===== config.mk =====
export PLATFORM = sky130hd
export DESIGN_NAME = bfea_cell
export DESIGN_NICKNAME = d
export VERILOG_FILES = /design/src/bfea_pkg.sv /design/src/bfea_cell.sv
export SDC_FILE = /design/constraint.sdc
export NUM_CORES = 1
export LEC_CHECK = 0
export ABC_AREA = 1
export BUFFER_PORTS_ARGS = -buffer_cell sky130_fd_sc_hd__clkbuf_2
export CORE_ASPECT_RATIO = 0.9
export CORE_UTILIZATION = 50
export DETAILED_ROUTE_END_ITERATION = 8
export PLACE_DENSITY = 0.8
export SLEW_MARGIN = 20
export SYNTH_ARGS = -nofsm -noshare
export SYNTH_HDL_FRONTEND = slang
export SYNTH_SLANG_ARGS = --single-unit

===== constraint.sdc =====
create_clock -name clock -period 2.7 [get_ports clock]
set_clock_uncertainty 0.15 [all_clocks]
set_input_delay 0.405 -clock clock [delete_from_list [all_inputs] [get_ports clock]]
set_output_delay 0.405 -clock clock [all_outputs]
set_load 0.03 [all_outputs]

===== src/bfea_pkg.sv =====
package bfea_pkg;

   // result status codes
   localparam logic [1:0] STATUS_OK   = 2'd0;
   localparam logic [1:0] STATUS_NONE = 2'd1;
   localparam logic [1:0] STATUS_FULL = 2'd2;

   // request actions
   localparam logic ACTION_ALLOC   = 1'b0;
   localparam logic ACTION_RELEASE = 1'b1;

   // sequencer states
   typedef enum logic [2:0] {
      ST_IDLE,
      ST_SEARCH,
      ST_CARVE,
      ST_INSERT,
      ST_MERGE,
      ST_DONE
   } state_type;

   // command broadcast from the sequencer to every cell
   typedef struct packed {
      logic load;      // load (0, capacity) into cell 0, clear others
      logic carve;     // carve from the selected cell
      logic remove;    // selected cell is removed, tail shifts left
      logic insert;    // insert new extent at the selected position
      logic merge;     // selected cell absorbs its right neighbor
   } cell_cmd_type;

endpackage


===== src/bfea_cell.sv =====
module bfea_cell
   import bfea_pkg::*;
#(
   parameter int ADDR_BITS = 32
) (
   input  logic                 clock,
   input  logic                 is_first,
   input  cell_cmd_type         cmd,
   input  logic                 sel,        // this cell is the target position
   input  logic                 after_sel,  // this cell lies right of the target
   input  logic [ADDR_BITS-1:0] cap_value,
   input  logic [ADDR_BITS-1:0] new_start,
   input  logic [ADDR_BITS-1:0] new_len,
   input  logic [ADDR_BITS-1:0] left_start,
   input  logic [ADDR_BITS-1:0] left_len,
   input  logic [ADDR_BITS-1:0] right_start,
   input  logic [ADDR_BITS-1:0] right_len,
   output logic [ADDR_BITS-1:0] start,
   output logic [ADDR_BITS-1:0] len
);

   logic [ADDR_BITS-1:0] start_ff, start_in;
   logic [ADDR_BITS-1:0] len_ff, len_in;

   // per-cell update from the broadcast command and its neighbors
   always_comb begin
      start_in = start_ff;
      len_in   = len_ff;
      if (cmd.load) begin
         start_in = '0;
         len_in   = is_first ? cap_value : '0;
      end else if (cmd.carve && sel) begin
         start_in = start_ff + new_len;
         len_in   = len_ff - new_len;
      end else if (cmd.remove && (sel || after_sel)) begin
         start_in = right_start;
         len_in   = right_len;
      end else if (cmd.insert && sel) begin
         start_in = new_start;
         len_in   = new_len;
      end else if (cmd.insert && after_sel) begin
         start_in = left_start;
         len_in   = left_len;
      end else if (cmd.merge && sel) begin
         len_in = len_ff + right_len;
      end else if (cmd.merge && after_sel) begin
         // absorbed neighbor drops out, tail shifts left
         start_in = right_start;
         len_in   = right_len;
      end
   end

   always_ff @(posedge clock) begin
      start_ff <= start_in;
      len_ff   <= len_in;
   end

   assign start = start_ff;
   assign len   = len_ff;

endmodule


==> impl_metrics.yaml <==
timing:
  max_freq_mhz: 369.8
  period_needed_ns: 2.704
  fin_ws_ns: -0.003820
  rsz0062_at_grt: "true"
  worst_pin_slew_ns: 0.7555
  max-slew-margin-rel_pct: 49.64
  period_share_pct: 100.1
  slew_viol_final: 0
  setup_viol: 1
  hold_viol: 0
  fin_setup_tns_ns: -0.003820
cts:
  cts-htree-levels: 3
  root_buffer: "clkbuf_16"
  clk_pin_slew_ns: 0.07
  cts_buffer_depth: 2
  cts_hold_buffers: 0
  clock-sinks: 64
  cts_buffers: 9
  clkLatencyLatePin_ns: 0.36
  tritoncts: "built"
floorplan:
  die_area_um2: 21630
  initial_core_util_pct: 51.86
  io_pins: 297
  die_y_um: 139.6
  core_um2: 20290
  rows: 49
  die_w_um: 154.9
global_routing:
  grt_use_total_pct: 42.22
  grt_overflow: 0
  grt_pass1_vias: 13450
  grt_pass1_wl_um: 70180
  antenna_found_initial: 1
  grt_max_degree: 75
route:
  routed_wl_um: 48070
  vias_per_cell: 5.780
  drtAntennaViolNets: 0
  dr.pass1.iters: 6
  wl_per_cell_um: 18.72
  drt_iter0_drc: 1496
  via_count: 14840
  drc_errors: 0
critical_path:
  cp-start-kind: "flip-flop"
  worstPathArrival_ns: 2.67
  worst_setup_path_end_kind: "flip-flop"
  r2r_slack_ns: -0.004
  cp_max_fo: 3
  path_class: "flip-flop to flip-flop"
  crit_required_ns: 2.67
synth:
  synth_ff_type: "edfxtp_1"
  yosys.area.top_type: "nand2_1"
  syn_avg_cell_area_um2: 5.698
  ys_types: 41
  synth_seq_cells: 64
  synth_area_um2: 10520
  synth_nets: 2176
  synth_edf_count: 32
  post-synth-top-area-fraction_pct: 18.55
  ys_warn_count: 0
  synth.area.top_cells: "nand2_1 19%, ha_1 11%, edfxtp_1 9.1%"
  syn_inst: 1847
  yosysSeqAreaShare_pct: 15.22
  synth-async-reset-ratio_pct: 0
place:
  port_buffers: 296
  dp_worst_setup_slack_ns: -0.1097
  hpwl_um: 37270
  gp_congestion: 1.019
cells_and_area:
  nets: 2611
  final_util_pct: 71.42
  drive_gt1_share_pct: 27.02
  syn2layout_area_growth_pct: 37.72
  layout_commonest_cell: "nand2_1"
  mostFrequentLayoutCells: "488 x nand2_1, 296 x clkbuf_2, 240 x inv_1"
pwr:
  power_uw: 7200
  p_clk_share_pct: 20.1
  combPwrFrac_pct: 61.2
  p_per_area_nw_per_um2: 496.8
  netSwitchingFraction_pct: 47.16
  pwr-share-seq_pct: 18.7
  p_sw_uw: 3395
  p_int_uw: 3805
  ir_drop_mv: 0.3174
  power_leakage_uw: 0.007740
job:
  maxCapViolations: 0
run_status:
  violations: "negative setup slack"
  outcome: "complete, but fails checks"
worst_hold_path:
  worstHoldPathType: "input port to flip-flop"
## synthesized netlist by cell type (all sizes together) (3+ instances only)
master  number
o221ai       4
a21boi       6
o211ai       9
o21bai      19
nor2       182
a21oi      177
o21ai      189
nand3b      10
o22ai       30
a31oi       22
nand3       98
a22oi        5
clkbuf      41
inv        248
o21a         9
nor3        13
nand2      522
xor2        14
dfxtp       32
ha          93
edfxtp      32
xnor2        9
o22a         4
fa           3
a21o         9
a221oi      26
buf         18
nand4       13
## per-stage QoR
stage	std cells	cell area, um2	hold WS, ns
floorplan	1847	10520	0.3337
global placement	2522	13370	0.3770
finish	2568	14490	0.1632
global route	2568	14490	0.1925
detailed placement	2522	13370	0.3673
CTS	2539	13750	0.1624
## cell families after synthesis
logic type	share of synthesized area, %
AND/OR/NAND/NOR	32.33
AO/OA/AOI/OAI	27.87
buffers and inverters	11.05
adder cells (fa/ha/maj)	11.63
flip-flops	15.22
XOR/XNOR	1.914
## per-layer routing
| metal | track usage [%] | share of wire (%) |
|---|---|---|
| met1 | 56.15 | 40 |
| met2 | 68.42 | 45 |
| met3 | 7.537 | 13 |
| met4 | 14.54 | 3.3 |
| met5 | 0 | 0 |
## final timing paths
| check | start | end | depth (start not counted) |
|---|---|---|---|
| setup / recovery | len[14] | len[24] | 16 |
| hold / removal | cap_value[23] | len[23] | 3 |
| setup reg to reg | len[14] | len[24] | 16 |
| hold reg to reg | start[4] | start[4] | 2 |
## state kept, by name (all words and copies together), names as in the netlist
register  flops
len          32
start        32
## what timing repair did
action | in CTS | in global routing
resized for setup | 4 | 118
endpoints found under the setup margin | 4 | 28
pin swaps | 0 | 10
buffers inserted | 1 | 28
gates cloned | 0 | 0
## critical path, cell delays in order (launching register included)
cell	delay, ns
edfxtp_1	0.42
buf_4	0.18
ha_4	0.28
buf_4	0.11
nand2_1	0.08
inv_1	0.10
nand2_2	0.09
nor3_1	0.26
nand3_1	0.20
nand4_1	0.13
nand3_1	0.09
nand2_1	0.10
nand2_1	0.05
nand2_1	0.06
o21ai_0	0.07
nand2_1	0.06
nand2_1	0.05
## power by group through the flow
stage	clock network, uW	registers, uW	logic [uW]
final	1450	1350	4400
after global routing	1460	1350	4780
after CTS	1440	1340	3930
after detailed placement	0	1360	3900
after global placement	0	1360	3840
after floorplan	0	1540	2160
## final cells by class
type | count | area [um2]
Sequential cell | 64 | 1602
Clock buffer | 12 | 300.3
Antenna cell | 1 | 2.502
Fill cell | 1783 | 5799
Multi-Input combinational cell | 1476 | 8330
Tap cell | 280 | 350.3
Timing Repair Buffer | 483 | 2927
Inverter | 248 | 930.9
Clock inverter | 4 | 51.30
(Power assumes the default switching activity.)
